==> config.mk <==
export PLATFORM = sky130hd
export DESIGN_NAME = lane_segment_center_estimator
export DESIGN_NICKNAME = d
export VERILOG_FILES = /design/src/sv/lsce_pkg.sv /design/src/sv/lsce_front.sv /design/src/sv/lsce_queue.sv /design/src/sv/lsce_back.sv /design/src/sv/lane_segment_center_estimator.sv
export SDC_FILE = /design/constraint.sdc
export NUM_CORES = 2
export LEC_CHECK = 0
export ABC_AREA = 1
export BUFFER_PORTS_ARGS = -buffer_cell sky130_fd_sc_hd__buf_2
export CAP_MARGIN = 0
export CORE_ASPECT_RATIO = 1.75
export CORE_MARGIN = 2
export CORE_UTILIZATION = 30
export DETAILED_ROUTE_END_ITERATION = 8
export GPL_ROUTABILITY_DRIVEN = 0
export PLACE_DENSITY = 0.46
export SLEW_MARGIN = 20
export SYNTH_ARGS = -nofsm -noshare
export SYNTH_HDL_FRONTEND = slang
export SYNTH_HIERARCHICAL = 1
export SYNTH_SLANG_ARGS = --single-unit
==> constraint.sdc <==
create_clock -name clock -period 17.3 [get_ports clock]
set_input_delay 3.46 -clock clock [delete_from_list [all_inputs] [get_ports clock]]
set_output_delay 3.46 -clock clock [all_outputs]
set_load 0.02 [all_outputs]
==> src/sv/lsce_pkg.sv <==
// ----------------------------------------------------------------------------
// lsce_pkg
// Shared widths, register indexes, reset values and the queue word type of
// the lane segment center estimator.
// ----------------------------------------------------------------------------
package lsce_pkg;

   localparam int MAX_SEGMENTS_DEF = 64;
   localparam int FRAC_BITS_DEF    = 16;
   localparam int FRAC_BITS_MAX    = 24;

   localparam int IW_W    = 10;
   localparam int SL_W    = 6;
   localparam int TR_W    = 6;
   localparam int X_W     = 10;
   localparam int Y_W     = 6;
   localparam int POS_W   = 16;
   localparam int USED_W  = 7;
   localparam int XPAIR_W = X_W + 1;
   localparam int YPAIR_W = Y_W + 1;

   // widest slope magnitude over the allowed fraction range
   localparam int SLOPE_MAX_W = Y_W + FRAC_BITS_MAX;

   localparam int DIV_STEPS   = 4;
   localparam int QUEUE_DEPTH = 4;

   localparam int POS_MAX     = 32767;
   localparam int POS_MIN_MAG = 32768;

   localparam int CSR_IDX_W  = 2;
   localparam int CSR_DATA_W = 10;
   localparam logic [CSR_IDX_W-1:0] CSR_IMAGE_WIDTH = 2'd0;
   localparam logic [CSR_IDX_W-1:0] CSR_SLOPE_LIMIT = 2'd1;
   localparam logic [CSR_IDX_W-1:0] CSR_TARGET_ROW  = 2'd2;

   localparam logic [IW_W-1:0] IMAGE_WIDTH_RST = 10'd640;
   localparam logic [SL_W-1:0] SLOPE_LIMIT_RST = 6'd10;
   localparam logic [TR_W-1:0] TARGET_ROW_RST  = 6'd10;

   typedef enum logic [1:0] {
      GRP_NONE  = 2'd0,
      GRP_LEFT  = 2'd1,
      GRP_RIGHT = 2'd2
   } lsce_grp_type;

   typedef struct packed {
      logic                   seg_valid;
      logic                   frame_last;
      lsce_grp_type           grp;
      logic [XPAIR_W-1:0]     x_pair;
      logic [YPAIR_W-1:0]     y_pair;
      logic [SLOPE_MAX_W-1:0] slope_mag;
   } lsce_item_type;

endpackage

==> src/sv/lsce_front.sv <==
// ----------------------------------------------------------------------------
// lsce_front
// Accepts segment words, classifies them into left, right or no group and
// computes the slope magnitude with a shift-subtract divider.
// ----------------------------------------------------------------------------
module lsce_front #(
   parameter int FRAC_BITS = lsce_pkg::FRAC_BITS_DEF
) (
   input  logic                        clock,
   input  logic                        reset,
   input  logic                        req_valid,
   output logic                        req_stall,
   input  logic                        req_seg_valid,
   input  logic [lsce_pkg::X_W-1:0]    req_x_start,
   input  logic [lsce_pkg::Y_W-1:0]    req_y_start,
   input  logic [lsce_pkg::X_W-1:0]    req_x_end,
   input  logic [lsce_pkg::Y_W-1:0]    req_y_end,
   input  logic                        req_frame_last,
   input  logic [lsce_pkg::IW_W-2:0]   half_width,
   input  logic [lsce_pkg::SL_W-1:0]   slope_limit,
   input  logic                        q_full,
   output logic                        q_push,
   output lsce_pkg::lsce_item_type     q_item
);
   import lsce_pkg::*;

   localparam int QW    = Y_W + FRAC_BITS;
   localparam int CNT_W = $clog2(QW + 1);
   localparam int KW    = SL_W + X_W;

   typedef enum logic {F_IDLE, F_DIV} state_type;

   state_type        state_ff, state_in;
   lsce_item_type    item_ff, item_in;
   logic [X_W-1:0]   div_ff, div_in;
   logic [X_W-1:0]   rem_ff, rem_in;
   logic [QW-1:0]    quo_ff, quo_in;
   logic [CNT_W-1:0] cnt_ff, cnt_in;

   logic             accept;
   logic             dx_neg, dy_neg;
   logic [X_W-1:0]   adx;
   logic [Y_W-1:0]   ady;
   logic             keep;
   lsce_grp_type     grp_c;
   lsce_item_type    new_item;

   assign req_stall = (state_ff != F_IDLE) || q_full;
   assign accept    = req_valid && !req_stall;

   always_comb begin
      dx_neg = req_x_end < req_x_start;
      dy_neg = req_y_end < req_y_start;
      adx    = dx_neg ? req_x_start - req_x_end : req_x_end - req_x_start;
      ady    = dy_neg ? req_y_start - req_y_end : req_y_end - req_y_start;
      if (adx == '0) begin
         keep = slope_limit != '0;
      end else begin
         keep = KW'(ady) < (KW'(slope_limit) * KW'(adx));
      end
      grp_c = GRP_NONE;
      if (req_seg_valid && keep && adx != '0 && ady != '0) begin
         if (dy_neg != dx_neg) begin
            if (req_x_end < {1'b0, half_width}) grp_c = GRP_LEFT;
         end else begin
            if (req_x_start > {1'b0, half_width}) grp_c = GRP_RIGHT;
         end
      end
      new_item.seg_valid  = req_seg_valid;
      new_item.frame_last = req_frame_last;
      new_item.grp        = grp_c;
      new_item.x_pair     = XPAIR_W'(req_x_start) + XPAIR_W'(req_x_end);
      new_item.y_pair     = YPAIR_W'(req_y_start) + YPAIR_W'(req_y_end);
      new_item.slope_mag  = '0;
   end

   // several restoring steps per cycle, each guarded by the step count
   logic [X_W:0]     t_v;
   logic [X_W-1:0]   r_v;
   logic [QW-1:0]    q_v;
   logic [CNT_W-1:0] c_v;
   always_comb begin
      r_v = rem_ff;
      q_v = quo_ff;
      c_v = cnt_ff;
      t_v = '0;
      for (int i = 0; i < DIV_STEPS; i++) begin
         if (c_v != '0) begin
            t_v = {r_v, q_v[QW-1]};
            q_v = q_v << 1;
            if (t_v >= {1'b0, div_ff}) begin
               t_v    = t_v - {1'b0, div_ff};
               q_v[0] = 1'b1;
            end
            r_v = t_v[X_W-1:0];
            c_v = c_v - 1'b1;
         end
      end
   end

   always_comb begin
      state_in = state_ff;
      item_in  = item_ff;
      div_in   = div_ff;
      rem_in   = rem_ff;
      quo_in   = quo_ff;
      cnt_in   = cnt_ff;
      q_push   = 1'b0;
      q_item   = new_item;
      case (state_ff)
         F_IDLE: begin
            if (accept) begin
               if (grp_c == GRP_NONE) begin
                  q_push = 1'b1;
               end else begin
                  item_in  = new_item;
                  div_in   = adx;
                  rem_in   = '0;
                  quo_in   = QW'(ady) << FRAC_BITS;
                  cnt_in   = CNT_W'(QW);
                  state_in = F_DIV;
               end
            end
         end
         F_DIV: begin
            q_item           = item_ff;
            q_item.slope_mag = SLOPE_MAX_W'(quo_ff);
            if (cnt_ff == '0) begin
               // hold the finished word until the queue has room
               if (!q_full) begin
                  q_push   = 1'b1;
                  state_in = F_IDLE;
               end
            end else begin
               rem_in = r_v;
               quo_in = q_v;
               cnt_in = c_v;
            end
         end
         default: state_in = F_IDLE;
      endcase
   end

   always_ff @(posedge clock) begin
      if (reset) begin
         state_ff <= F_IDLE;
      end else begin
         state_ff <= state_in;
      end
      item_ff <= item_in;
      div_ff  <= div_in;
      rem_ff  <= rem_in;
      quo_ff  <= quo_in;
      cnt_ff  <= cnt_in;
   end

endmodule

==> src/sv/lsce_queue.sv <==
// ----------------------------------------------------------------------------
// lsce_queue
// Short FIFO of classified words between the front and the back.
// ----------------------------------------------------------------------------
module lsce_queue #(
   parameter int DEPTH = lsce_pkg::QUEUE_DEPTH
) (
   input  logic                    clock,
   input  logic                    reset,
   input  logic                    push,
   input  lsce_pkg::lsce_item_type push_item,
   input  logic                    pop,
   output lsce_pkg::lsce_item_type head_item,
   output logic                    full,
   output logic                    empty
);
   import lsce_pkg::*;

   localparam int PTR_W = (DEPTH > 1) ? $clog2(DEPTH) : 1;
   localparam int CNT_W = $clog2(DEPTH + 1);

   lsce_item_type    mem_ff [DEPTH];
   logic [PTR_W-1:0] wr_ff, rd_ff;
   logic [CNT_W-1:0] count_ff;

   logic do_push, do_pop;

   assign full      = count_ff == CNT_W'(DEPTH);
   assign empty     = count_ff == '0;
   assign do_push   = push && !full;
   assign do_pop    = pop && !empty;
   assign head_item = mem_ff[rd_ff];

   always_ff @(posedge clock) begin
      if (reset) begin
         wr_ff    <= '0;
         rd_ff    <= '0;
         count_ff <= '0;
      end else begin
         if (do_push) begin
            wr_ff <= (wr_ff == PTR_W'(DEPTH - 1)) ? '0 : wr_ff + 1'b1;
         end
         if (do_pop) begin
            rd_ff <= (rd_ff == PTR_W'(DEPTH - 1)) ? '0 : rd_ff + 1'b1;
         end
         if (do_push && !do_pop) begin
            count_ff <= count_ff + 1'b1;
         end else if (do_pop && !do_push) begin
            count_ff <= count_ff - 1'b1;
         end
      end
      if (do_push) begin
         mem_ff[wr_ff] <= push_item;
      end
   end

endmodule

==> src/sv/lsce_back.sv <==
// ----------------------------------------------------------------------------
// lsce_back
// Accumulates group sums and, at frame end, solves each group's line at the
// target row with a serial multiplier and a restoring divider.
// ----------------------------------------------------------------------------
module lsce_back #(
   parameter int MAX_SEGMENTS = lsce_pkg::MAX_SEGMENTS_DEF,
   parameter int FRAC_BITS    = lsce_pkg::FRAC_BITS_DEF
) (
   input  logic                              clock,
   input  logic                              reset,
   input  logic                              q_empty,
   input  lsce_pkg::lsce_item_type           q_item,
   output logic                              q_pop,
   input  logic [lsce_pkg::IW_W-1:0]         image_width,
   input  logic [lsce_pkg::TR_W-1:0]         target_row,
   output logic                              rsp_valid,
   input  logic                              rsp_stall,
   output logic signed [lsce_pkg::POS_W-1:0] rsp_left_pos,
   output logic signed [lsce_pkg::POS_W-1:0] rsp_right_pos,
   output logic signed [lsce_pkg::POS_W-1:0] rsp_center_pos,
   output logic [lsce_pkg::USED_W-1:0]       rsp_left_used,
   output logic [lsce_pkg::USED_W-1:0]       rsp_right_used,
   output logic                              rsp_no_segments
);
   import lsce_pkg::*;

   localparam int N_W   = $clog2(MAX_SEGMENTS + 1);
   localparam int XS_W  = XPAIR_W + N_W;
   localparam int YS_W  = YPAIR_W + N_W;
   localparam int SM_W  = Y_W + FRAC_BITS;
   localparam int MS_W  = SM_W + N_W;
   localparam int T_W   = YS_W + 1;
   localparam int TN_W  = T_W + N_W + 1;
   localparam int P_W   = XS_W + MS_W;
   localparam int NUM_W = P_W + 2;
   localparam int D_W   = MS_W + N_W + 1;
   localparam int CNT_W = $clog2(NUM_W);

   typedef enum logic [3:0] {
      B_IDLE, B_PREP, B_MULX, B_ADDN, B_MULN, B_DIVSET, B_DIV, B_FIN, B_OUT
   } state_type;

   state_type              state_ff, state_in;
   logic [N_W-1:0]         gcnt_ff [2], gcnt_in [2];
   logic [XS_W-1:0]        gx_ff [2], gx_in [2];
   logic [YS_W-1:0]        gy_ff [2], gy_in [2];
   logic [MS_W-1:0]        gs_ff [2], gs_in [2];
   logic                   seen_ff, seen_in;
   logic                   sel_ff, sel_in;
   logic signed [T_W-1:0]  tval_ff, tval_in;
   logic signed [TN_W-1:0] tn_ff, tn_in;
   logic [P_W-1:0]         acc_ff, acc_in;
   logic [P_W-1:0]         mcand_ff, mcand_in;
   logic [XS_W-1:0]        mplier_ff, mplier_in;
   logic [CNT_W-1:0]       cnt_ff, cnt_in;
   logic signed [NUM_W-1:0] num_ff, num_in;
   logic [D_W-1:0]         den_ff, den_in;
   logic [NUM_W-2:0]       quo_ff, quo_in;
   logic [D_W-1:0]         rem_ff, rem_in;
   logic                   neg_ff, neg_in;
   logic signed [POS_W-1:0] pos_ff [2], pos_in [2];
   logic                   rsp_valid_ff, rsp_valid_in;
   logic signed [POS_W-1:0] left_ff, left_in, right_ff, right_in, center_ff, center_in;
   logic [USED_W-1:0]      lused_ff, lused_in, rused_ff, rused_in;
   logic                   nos_ff, nos_in;

   logic                   gi;
   logic [YS_W-1:0]        two_ny;
   logic signed [NUM_W-1:0] tn_sh, p_ext;
   logic [NUM_W-2:0]       num_mag;
   logic [D_W:0]           dt;
   logic signed [POS_W:0]  sum_w, adj_w;
   logic                   out_free;

   assign rsp_valid       = rsp_valid_ff;
   assign rsp_left_pos    = left_ff;
   assign rsp_right_pos   = right_ff;
   assign rsp_center_pos  = center_ff;
   assign rsp_left_used   = lused_ff;
   assign rsp_right_used  = rused_ff;
   assign rsp_no_segments = nos_ff;

   assign out_free = !rsp_valid_ff || !rsp_stall;
   assign q_pop    = (state_ff == B_IDLE) && !q_empty;

   always_comb begin
      state_in     = state_ff;
      gcnt_in      = gcnt_ff;
      gx_in        = gx_ff;
      gy_in        = gy_ff;
      gs_in        = gs_ff;
      seen_in      = seen_ff;
      sel_in       = sel_ff;
      tval_in      = tval_ff;
      tn_in        = tn_ff;
      acc_in       = acc_ff;
      mcand_in     = mcand_ff;
      mplier_in    = mplier_ff;
      cnt_in       = cnt_ff;
      num_in       = num_ff;
      den_in       = den_ff;
      quo_in       = quo_ff;
      rem_in       = rem_ff;
      neg_in       = neg_ff;
      pos_in       = pos_ff;
      rsp_valid_in = rsp_valid_ff && rsp_stall;
      left_in      = left_ff;
      right_in     = right_ff;
      center_in    = center_ff;
      lused_in     = lused_ff;
      rused_in     = rused_ff;
      nos_in       = nos_ff;

      gi      = (q_item.grp == GRP_RIGHT);
      two_ny  = YS_W'(gcnt_ff[sel_ff] * target_row) << 1;
      tn_sh   = NUM_W'(tn_ff) <<< FRAC_BITS;
      p_ext   = $signed(NUM_W'(acc_ff));
      num_mag = num_ff[NUM_W-1] ? (NUM_W-1)'(-num_ff) : (NUM_W-1)'(num_ff);
      dt      = {rem_ff, quo_ff[NUM_W-2]};
      sum_w   = (POS_W+1)'(pos_ff[0]) + (POS_W+1)'(pos_ff[1]);
      adj_w   = sum_w + $signed({{POS_W{1'b0}}, sum_w[POS_W]});

      case (state_ff)
         B_IDLE: begin
            if (!q_empty) begin
               if (q_item.seg_valid) seen_in = 1'b1;
               if (q_item.grp == GRP_LEFT || q_item.grp == GRP_RIGHT) begin
                  if (gcnt_ff[gi] < N_W'(MAX_SEGMENTS)) begin
                     gcnt_in[gi] = gcnt_ff[gi] + 1'b1;
                     gx_in[gi]   = gx_ff[gi] + XS_W'(q_item.x_pair);
                     gy_in[gi]   = gy_ff[gi] + YS_W'(q_item.y_pair);
                     gs_in[gi]   = gs_ff[gi] + MS_W'(q_item.slope_mag[SM_W-1:0]);
                  end
               end
               if (q_item.frame_last) begin
                  pos_in[0] = '0;
                  pos_in[1] = $signed(POS_W'(image_width));
                  sel_in    = 1'b0;
                  state_in  = (seen_ff || q_item.seg_valid) ? B_PREP : B_OUT;
               end
            end
         end
         B_PREP: begin
            if (gcnt_ff[sel_ff] == '0 || gs_ff[sel_ff] == '0) begin
               // no usable line: keep the default position
               sel_in   = 1'b1;
               state_in = sel_ff ? B_OUT : B_PREP;
            end else begin
               tval_in   = $signed({1'b0, two_ny}) - $signed({1'b0, gy_ff[sel_ff]});
               acc_in    = '0;
               mcand_in  = P_W'(gs_ff[sel_ff]);
               mplier_in = gx_ff[sel_ff];
               cnt_in    = CNT_W'(XS_W);
               state_in  = B_MULX;
            end
         end
         B_MULX, B_MULN: begin
            if (state_ff == B_MULX) begin
               tn_in = TN_W'(tval_ff * $signed({1'b0, gcnt_ff[sel_ff]}));
            end
            acc_in    = mplier_ff[0] ? acc_ff + mcand_ff : acc_ff;
            mcand_in  = mcand_ff << 1;
            mplier_in = mplier_ff >> 1;
            cnt_in    = cnt_ff - 1'b1;
            if (cnt_ff == CNT_W'(1)) begin
               state_in = (state_ff == B_MULX) ? B_ADDN : B_DIVSET;
            end
         end
         B_ADDN: begin
            // left slopes are negative: solve (X*S - T*n*2^F) / (2*n*S) instead
            num_in    = sel_ff ? p_ext + tn_sh : p_ext - tn_sh;
            acc_in    = '0;
            mcand_in  = P_W'(gs_ff[sel_ff]);
            mplier_in = XS_W'(gcnt_ff[sel_ff]);
            cnt_in    = CNT_W'(N_W);
            state_in  = B_MULN;
         end
         B_DIVSET: begin
            den_in   = {acc_ff[D_W-2:0], 1'b0};
            neg_in   = num_ff[NUM_W-1];
            quo_in   = num_mag;
            rem_in   = '0;
            cnt_in   = CNT_W'(NUM_W - 1);
            state_in = B_DIV;
         end
         B_DIV: begin
            quo_in = quo_ff << 1;
            if (dt >= {1'b0, den_ff}) begin
               rem_in    = D_W'(dt - {1'b0, den_ff});
               quo_in[0] = 1'b1;
            end else begin
               rem_in = dt[D_W-1:0];
            end
            cnt_in = cnt_ff - 1'b1;
            if (cnt_ff == CNT_W'(1)) state_in = B_FIN;
         end
         B_FIN: begin
            if (neg_ff) begin
               if (quo_ff > (NUM_W-1)'(POS_MIN_MAG)) begin
                  pos_in[sel_ff] = $signed(POS_W'(POS_MIN_MAG));
               end else begin
                  pos_in[sel_ff] = -$signed(POS_W'(quo_ff));
               end
            end else begin
               if (quo_ff > (NUM_W-1)'(POS_MAX)) begin
                  pos_in[sel_ff] = $signed(POS_W'(POS_MAX));
               end else begin
                  pos_in[sel_ff] = $signed(POS_W'(quo_ff));
               end
            end
            sel_in   = 1'b1;
            state_in = sel_ff ? B_OUT : B_PREP;
         end
         B_OUT: begin
            if (out_free) begin
               rsp_valid_in = 1'b1;
               left_in      = pos_ff[0];
               right_in     = pos_ff[1];
               center_in    = seen_ff ? adj_w[POS_W:1] : $signed(POS_W'(image_width >> 1));
               lused_in     = USED_W'(gcnt_ff[0]);
               rused_in     = USED_W'(gcnt_ff[1]);
               nos_in       = !seen_ff;
               seen_in      = 1'b0;
               for (int g = 0; g < 2; g++) begin
                  gcnt_in[g] = '0;
                  gx_in[g]   = '0;
                  gy_in[g]   = '0;
                  gs_in[g]   = '0;
               end
               state_in = B_IDLE;
            end
         end
         default: state_in = B_IDLE;
      endcase
   end

   always_ff @(posedge clock) begin
      if (reset) begin
         state_ff     <= B_IDLE;
         seen_ff      <= 1'b0;
         rsp_valid_ff <= 1'b0;
         for (int g = 0; g < 2; g++) begin
            gcnt_ff[g] <= '0;
            gx_ff[g]   <= '0;
            gy_ff[g]   <= '0;
            gs_ff[g]   <= '0;
         end
      end else begin
         state_ff     <= state_in;
         seen_ff      <= seen_in;
         rsp_valid_ff <= rsp_valid_in;
         gcnt_ff      <= gcnt_in;
         gx_ff        <= gx_in;
         gy_ff        <= gy_in;
         gs_ff        <= gs_in;
      end
      sel_ff    <= sel_in;
      tval_ff   <= tval_in;
      tn_ff     <= tn_in;
      acc_ff    <= acc_in;
      mcand_ff  <= mcand_in;
      mplier_ff <= mplier_in;
      cnt_ff    <= cnt_in;
      num_ff    <= num_in;
      den_ff    <= den_in;
      quo_ff    <= quo_in;
      rem_ff    <= rem_in;
      neg_ff    <= neg_in;
      pos_ff    <= pos_in;
      left_ff   <= left_in;
      right_ff  <= right_in;
      center_ff <= center_in;
      lused_ff  <= lused_in;
      rused_ff  <= rused_in;
      nos_ff    <= nos_in;
   end

endmodule

==> src/sv/lane_segment_center_estimator.sv <==
// ----------------------------------------------------------------------------
// lane_segment_center_estimator
// Top level: configuration registers, classifying front, word queue and
// solving back.
// ----------------------------------------------------------------------------
// One frame's segments come in one word each; the word with req_frame_last
// produces one result with the left and right lane x at the target row and
// their midpoint. A segment that joins no group is pushed to the queue as it
// is taken; a grouped segment holds the front, which takes no new word until
// its slope divider, at four quotient bits a cycle, is done, and the word
// waits longer only while the queue is full. While idle, the back accumulates
// one queued word a cycle. At frame end it solves each group with a usable
// line with its serial multiplier and one-bit-a-cycle divider; the four-word
// queue lets the front keep taking the next frame meanwhile. csr_ready is
// always high.
module lane_segment_center_estimator #(
   parameter int MAX_SEGMENTS = lsce_pkg::MAX_SEGMENTS_DEF,
   parameter int FRAC_BITS    = lsce_pkg::FRAC_BITS_DEF
) (
   input  logic                                clock,
   input  logic                                reset,
   input  logic                                csr_valid,
   output logic                                csr_ready,
   input  logic [lsce_pkg::CSR_IDX_W-1:0]      csr_index,
   input  logic [lsce_pkg::CSR_DATA_W-1:0]     csr_data,
   input  logic                                req_valid,
   output logic                                req_stall,
   input  logic                                req_seg_valid,
   input  logic [lsce_pkg::X_W-1:0]            req_x_start,
   input  logic [lsce_pkg::Y_W-1:0]            req_y_start,
   input  logic [lsce_pkg::X_W-1:0]            req_x_end,
   input  logic [lsce_pkg::Y_W-1:0]            req_y_end,
   input  logic                                req_frame_last,
   output logic                                rsp_valid,
   input  logic                                rsp_stall,
   output logic signed [lsce_pkg::POS_W-1:0]   rsp_left_pos,
   output logic signed [lsce_pkg::POS_W-1:0]   rsp_right_pos,
   output logic signed [lsce_pkg::POS_W-1:0]   rsp_center_pos,
   output logic [lsce_pkg::USED_W-1:0]         rsp_left_used,
   output logic [lsce_pkg::USED_W-1:0]         rsp_right_used,
   output logic                                rsp_no_segments
);
   import lsce_pkg::*;

   logic [IW_W-1:0] iw_ff;
   logic [SL_W-1:0] sl_ff;
   logic [TR_W-1:0] tr_ff;

   logic            q_push, q_pop, q_full, q_empty;
   lsce_item_type   push_item, head_item;

   assign csr_ready = 1'b1;

   always_ff @(posedge clock) begin
      if (reset) begin
         iw_ff <= IMAGE_WIDTH_RST;
         sl_ff <= SLOPE_LIMIT_RST;
         tr_ff <= TARGET_ROW_RST;
      end else if (csr_valid && csr_ready) begin
         case (csr_index)
            CSR_IMAGE_WIDTH: iw_ff <= csr_data[IW_W-1:0];
            CSR_SLOPE_LIMIT: sl_ff <= csr_data[SL_W-1:0];
            CSR_TARGET_ROW:  tr_ff <= csr_data[TR_W-1:0];
            default: ;
         endcase
      end
   end

   lsce_front #(
      .FRAC_BITS (FRAC_BITS)
   ) u_front (
      .clock          (clock),
      .reset          (reset),
      .req_valid      (req_valid),
      .req_stall      (req_stall),
      .req_seg_valid  (req_seg_valid),
      .req_x_start    (req_x_start),
      .req_y_start    (req_y_start),
      .req_x_end      (req_x_end),
      .req_y_end      (req_y_end),
      .req_frame_last (req_frame_last),
      .half_width     (iw_ff[IW_W-1:1]),
      .slope_limit    (sl_ff),
      .q_full         (q_full),
      .q_push         (q_push),
      .q_item         (push_item)
   );

   lsce_queue #(
      .DEPTH (QUEUE_DEPTH)
   ) u_queue (
      .clock     (clock),
      .reset     (reset),
      .push      (q_push),
      .push_item (push_item),
      .pop       (q_pop),
      .head_item (head_item),
      .full      (q_full),
      .empty     (q_empty)
   );

   lsce_back #(
      .MAX_SEGMENTS (MAX_SEGMENTS),
      .FRAC_BITS    (FRAC_BITS)
   ) u_back (
      .clock           (clock),
      .reset           (reset),
      .q_empty         (q_empty),
      .q_item          (head_item),
      .q_pop           (q_pop),
      .image_width     (iw_ff),
      .target_row      (tr_ff),
      .rsp_valid       (rsp_valid),
      .rsp_stall       (rsp_stall),
      .rsp_left_pos    (rsp_left_pos),
      .rsp_right_pos   (rsp_right_pos),
      .rsp_center_pos  (rsp_center_pos),
      .rsp_left_used   (rsp_left_used),
      .rsp_right_used  (rsp_right_used),
      .rsp_no_segments (rsp_no_segments)
   );

endmodule

Word-level counts from Yosys, hierarchy flattened:

Memories as Yosys holds them, arrays and structs flattened. A register that Yosys moved wholly into a read port is not among the register bits.
Index checks and enable logic that the tools add are counted.

* add/sub/neg operators: 32
* bitwise gates (word level): 11
* $lt $le $gt $ge: 17
* reduce and logical (&&, ||, !) cells: 65
* $mul: 3
* multiplexer cells: 160
* equal/unequal tests: 31

Operators with widths (count)
* one-hot mux 47 bit (3 select lines): 2
* two-way mux 58 bit: 4
* two-way mux 29 bit: 7
* two-way mux 32 bit: 5
* two-way mux 14 bit: 11
* two-way mux 22 bit: 7
* two-way mux 18 bit: 8
* two-way mux 36 bit: 4
* two-way mux 47 bit: 3
* two-way mux 10 bit: 12
* one-hot mux 58 bit (2 select lines): 1
* two-way mux 28 bit: 4
* one-hot mux 48 bit (2 select lines): 1
* one-hot mux 37 bit (2 select lines): 1
* one-hot mux 36 bit (2 select lines): 1
* bitwise mux 32 bit: 2
* one-hot mux 32 bit (2 select lines): 1
* subtractor 10 bit: 6
* bitwise mux 58 bit: 1
* one-hot mux 28 bit (2 select lines): 1
* one-hot mux 18 bit (3 select lines): 1
* two-way mux 52 bit: 1
* adder 48 x 39 -> 49 bit: 1
* two-way mux 49 bit: 1
* other kinds (103): 233

* bits in writable memories: 208
* memories: 1
* output and inout port bits: 66
* bits in registers: 664

Memory list
* u_queue.mem_ff: depth 4, bits a word 52, read ports 1, clocked after Yosys merged registers in 1, wr ports 1, RTL line lsce_queue.sv:22 `lsce_item_type mem_ff [DEPTH];`

Longest topological paths before layout:

* word-level depth: 18
* gate-level depth with buffers: 60
* mapped depth without buffers: 59

Hierarchy:

The synthesis kept the hierarchy.

Modules (own cells, without submodules)
* lsce_back: sequential area each 15544.9 um^2, times used 1, cells an instance 5706, area an instance 42510.8 um^2
* lsce_front: sequential area each 2062.0 um^2, times used 1, cells an instance 1692, area an instance 11482.3 um^2
* lsce_queue: sequential area each 6426.2 um^2, times used 1, cells an instance 573, area an instance 8758.4 um^2
* lane_segment_center_estimator: sequential area each 440.4 um^2, times used 1, cells an instance 135, area an instance 954.7 um^2

Worst setup path before layout:

OpenSTA, ideal clock, no wires.

* path kind: input port to flip-flop
* start point: input port req_x_end[0] in the netlist's numbering
* end point: memory u_queue/mem_ff[0][0] in the netlist's numbering, enable pin
* buffers on the path: 1
* arrival time: 11.162 ns
* data required time: 16.838 ns
* cell stages on the path: 41
* setup slack: 5.676 ns
* cell sequence: inv_1 ha_1 inv_1 fa_1 nand2_1 nand2_1 a21oi_2 o21bai_2 nand2_1 nand2_1 nand2_1 nand2_1 buf_4 o21ai_0 nand2_1 inv_1 nand2_1 fa_1 [5 not listed] ha_1 inv_1 nor3_1 nand2_1 o211ai_1 nand3_1 nand2_1 xor2_1 or2_2 nor2_1 nand3_1 nand3_1 nor2_2 nand2_1 nand3_1 o31ai_1 nand2_1 nor2_1

* word-level cells in the longest chain between the ends: 16
* elaborated cells between the ends (all ways): 24

RTL lines
* from (decl): RTL line lane_segment_center_estimator.sv:31 `input logic [lsce_pkg::X_W-1:0] req_x_end,`
* subtractor 10 bit or < comparator 10 bit (tied branches): RTL line lsce_front.sv:54, lsce_front.sv:52
* two-way mux 10 bit (*): RTL line lsce_front.sv:54 `adx = dx_neg ? req_x_start - req_x_end : req_x_end - req_x_start;`
* net u_front.adx[2]: RTL line lsce_front.sv:42 `logic [X_W-1:0] adx;`
* multiplier 6 x 10 -> 16 bit: RTL line lsce_front.sv:59 `keep = KW'(ady) < (KW'(slope_limit) * KW'(adx));`
* < comparator 6 x 16 -> 1 bit: RTL line lsce_front.sv:59
* two-way mux 1 bit: RTL line lsce_front.sv:56 `if (adx == '0) begin`
* logical AND 1 bit: RTL line lsce_front.sv:62 `if (req_seg_valid && keep && adx != '0 && ady != '0) begin`
* logical AND 1 bit (*) (2 in series): RTL line lsce_front.sv:62
* two-way mux 2 bit (*): RTL line lsce_front.sv:62
* zero test 2 bit (*): RTL line lsce_front.sv:113 `if (grp_c == GRP_NONE) begin`
* two-way mux 1 bit (*): RTL line lsce_front.sv:113
* two-way mux 1 bit (*): RTL line lsce_front.sv:112 `if (accept) begin`
* one-hot mux 1 bit (2 select lines) (*): RTL line lsce_front.sv:110 `case (state_ff)`
* net q_push: RTL line lane_segment_center_estimator.sv:49 `logic q_push, q_pop, q_full, q_empty;`
* logical AND 1 bit (*): RTL line lsce_queue.sv:30 `assign do_push = push && !full;`
* two-way mux 1 bit (*): RTL line lsce_queue.sv:52 `if (do_push) begin`
* two-way mux 1 bit (not written as such) (*): RTL line lsce_queue.sv:53 `mem_ff[wr_ff] <= push_item;`
* to (decl): RTL line lsce_queue.sv:22

The timed path passes the listed nets; every way through them passes the cells marked *.

Worst setup path in the final report:

* start point: input port req_x_end[0] in the netlist's numbering
* end point: memory u_queue/mem_ff[3][4] in the netlist's numbering, enable pin

Same word-level chain as after synthesis.

==> flow_summary_export.csv <==
group,metric,value,unit
power_and_ir_drop,powerDensity,214.1,nW/um^2
floorplanning,dieArea,211800,um^2
route,vias,53580,
grt,grtUsageTotal,19.75,%
floorplanning,die_x,348.7,um
cts,cts_made_buffers,89,
synthesis,yosys_warnings,6,
cts,cts.sinks,841,
critical_path,criticalPathCategory,"input pin to register",
synthesis,postSynthAreaPerCell,7.775,um^2
route,drtIter0Drc,3040,
synthesis,synth_area,62390,um^2
sta,hold_viol,0,
sta,worstMarginPinSlew,1222,ps
min_path,holdCritPathClass,"register to register",
floorplanning,core_area,206800,um^2
sta,setup_viol,0,
synthesis,synthCells,8025,
critical_path,critical_path.slowest_cell,"nor2_4",
cts,cts_resized,0,
final_layout,area.growth.synth_to_final,10.10,%
route,detail_route.wl_per_cell,19.72,um
grt,grt_pass1_vias,54720,
critical_path,start_kind,"input pin",
critical_path,cpMostUsedCell,"nand2_1",
power_and_ir_drop,power_frac_comb,64.0,%
sta,grt_setup_unrepaired,"no",
critical_path,cp_max_fo,27,
power_and_ir_drop,switching_share,52.08,%
placement,detailed_place_hpwl,168900,um
grt,met3_usage,1.933,%
final_layout,drive_gt1_share,6.623,%
sta,timing.final.max_slew_violations,0,
power_and_ir_drop,p_int,7.046,mW
cts,cts_root_buffer,"clkbuf_16",
power_and_ir_drop,ir_worst_vdd,157.0,uV
grt,gr-usage-met2,38.64,%
floorplanning,die_y,607.3,um
sta,holdWs,459.7,ps
floorplanning,num_rows,221,
route,routed_wl,213000,um
cts,clock_latency,720,ps
synthesis,syn_nets,8630,
floorplanning,io_pins,117,
critical_path,cp.required,17660,ps
route,routed_via_density,4.961,
run_status,outcome,"finished, final reports clean",
sta,fin_crit_sh,63.53,%
placement,io_buffers,115,
sta,max-slew-margin-rel,17.65,%
grt,antenna_found_initial,9,
sta,min_period,10990,ps
route,ant_nets,0,
final_layout,nets,8651,
route,drtPass1Iterations,6,
run,maxCapViolations,0,
power_and_ir_drop,clockPowerShare,13.8,%
critical_path,slowest_delay,630,ps
cts,cts-hold-fix-buffers,0,
cts,clk_pin_slew,60,ps
critical_path,cp-end-kind,"register",
grt,grt.overflow.total,0,
cts,cts_tree,"done",
floorplanning,initial_core_util,30.17,%
sta,fin_setup_tns,0,ps
cts,clockBufferDepth,3,
sta,max_freq,0.09099,GHz
power_and_ir_drop,power.leakage,29.55,nW
grt,grtUsageMet1,19.30,%
power_and_ir_drop,seq_power_share,22.1,%
sta,fin_skew,39.17,ps
critical_path,arrival,11350,ps
route,drc,0,
power_and_ir_drop,p_total,14.71,mW
grt,top_usage_layer,"met2",
cts,postCtsSetupBuffers,0,
grt,grt_pass1_wl,321700,um
cts,cts_htree_levels,3,
grt,grt_max_degree,84,
power_and_ir_drop,netSwitchingPower,7.659,mW
state kept, by name (all words and copies together) (netlist names), 36 cells and up, named ones only:
register and cells:
u_back/gx_ff 36, u_back/den_ff 36, u_back/rem_ff 37, u_queue/mem_ff 176, u_back/acc_ff 47, u_back/num_ff 49
u_back/mcand_ff 47, u_back/gs_ff 58, u_back/quo_ff 48
metrics by stage:
| step | instances | worst slack [ps] | utilization, % | cell area (um^2) |
|---|---|---|---|---|
| 2_1_floorplan | 8025 | 6023 | - | 62390 |
| 3_3_place_gp | 10630 | 5586 | 31.71 | 65600 |
| 3_5_place_dp | 10630 | 5533 | 31.72 | 65600 |
| 4_1_cts | 10800 | 6281 | 33.21 | 68690 |
| 5_1_grt | 10800 | 5607 | 33.21 | 68690 |
| 6_report | 10800 | 6309 | 33.21 | 68690 |
power by group through the flow:
stage          clock, mW  combinational, mW  sequential [mW]
2_1_floorplan          0               6.59             3.19
3_3_place_gp           0               9.33             3.30
3_5_place_dp           0               9.38             3.30
4_1_cts             2.09               9.43             3.26
5_1_grt             2.16               10.5             3.30
6_report            2.03               9.42             3.25
critical path: cells and delay by family:
kind            cells  cell delay [ps]
simple gates       21             3310
fa+ha+maj           6             2550
buf+inv             9             1200
compound gates      5              730
xor+xnor            1               60
metal layers:
metal  wire length [um]  share of wire (%)
met5                 16             0.0075
met4              16100                7.6
met3               5890                2.8
met2             115700                 54
met1              75250                 35
placed cells by master (no fill, tap or decap), drive strengths merged, types with 8 or more instances in the layout:
| master | instances |
|---|---|
| dfxtp | 174 |
| a21boi | 10 |
| o22ai | 47 |
| clkbuf | 117 |
| ha | 400 |
| o21bai | 35 |
| nor3 | 74 |
| nand4 | 90 |
| fa | 154 |
| o21ai | 641 |
| bufinv | 8 |
| nand3b | 15 |
| a31oi | 26 |
| a21oi | 550 |
| clkinv | 40 |
| nor2 | 932 |
| or2 | 51 |
| o31ai | 20 |
| inv | 1130 |
| a21o | 28 |
| a22oi | 10 |
| o21a | 20 |
| nand2 | 1953 |
| buf | 170 |
| xnor2 | 66 |
| o211ai | 22 |
| edfxtp | 667 |
| xor2 | 199 |
| nand3 | 409 |
| nor4 | 18 |
final cells by class:
| class | instances | area, um^2 |
|---|---|---|
| well taps | 2676 | 3348 |
| flip-flops and latches | 841 | 23520 |
| repair buffers | 170 | 991.0 |
| clock buffers | 117 | 2517 |
| fillers | 22040 | 138100 |
| multi-input cells | 5812 | 33490 |
| inverters | 1132 | 4258 |
| clock inverters | 51 | 570.5 |
| diodes | 1 | 2.502 |
final timing paths:
path | start | to | slack [ps] | depth (start not counted)
worst min register to register | u_back/gx_ff[18] | u_back/gx_ff[18] | 460 | 2
worst max-delay path | req_x_end[0] | u_queue/mem_ff[3][4] | 6310 | 42
worst min-delay path | u_back/gx_ff[18] | u_back/gx_ff[18] | 460 | 2
worst max register to register | u_front/div_ff[1] | u_front/rem_ff[6] | 7700 | 54
Power figures use the tool's default switching activity.
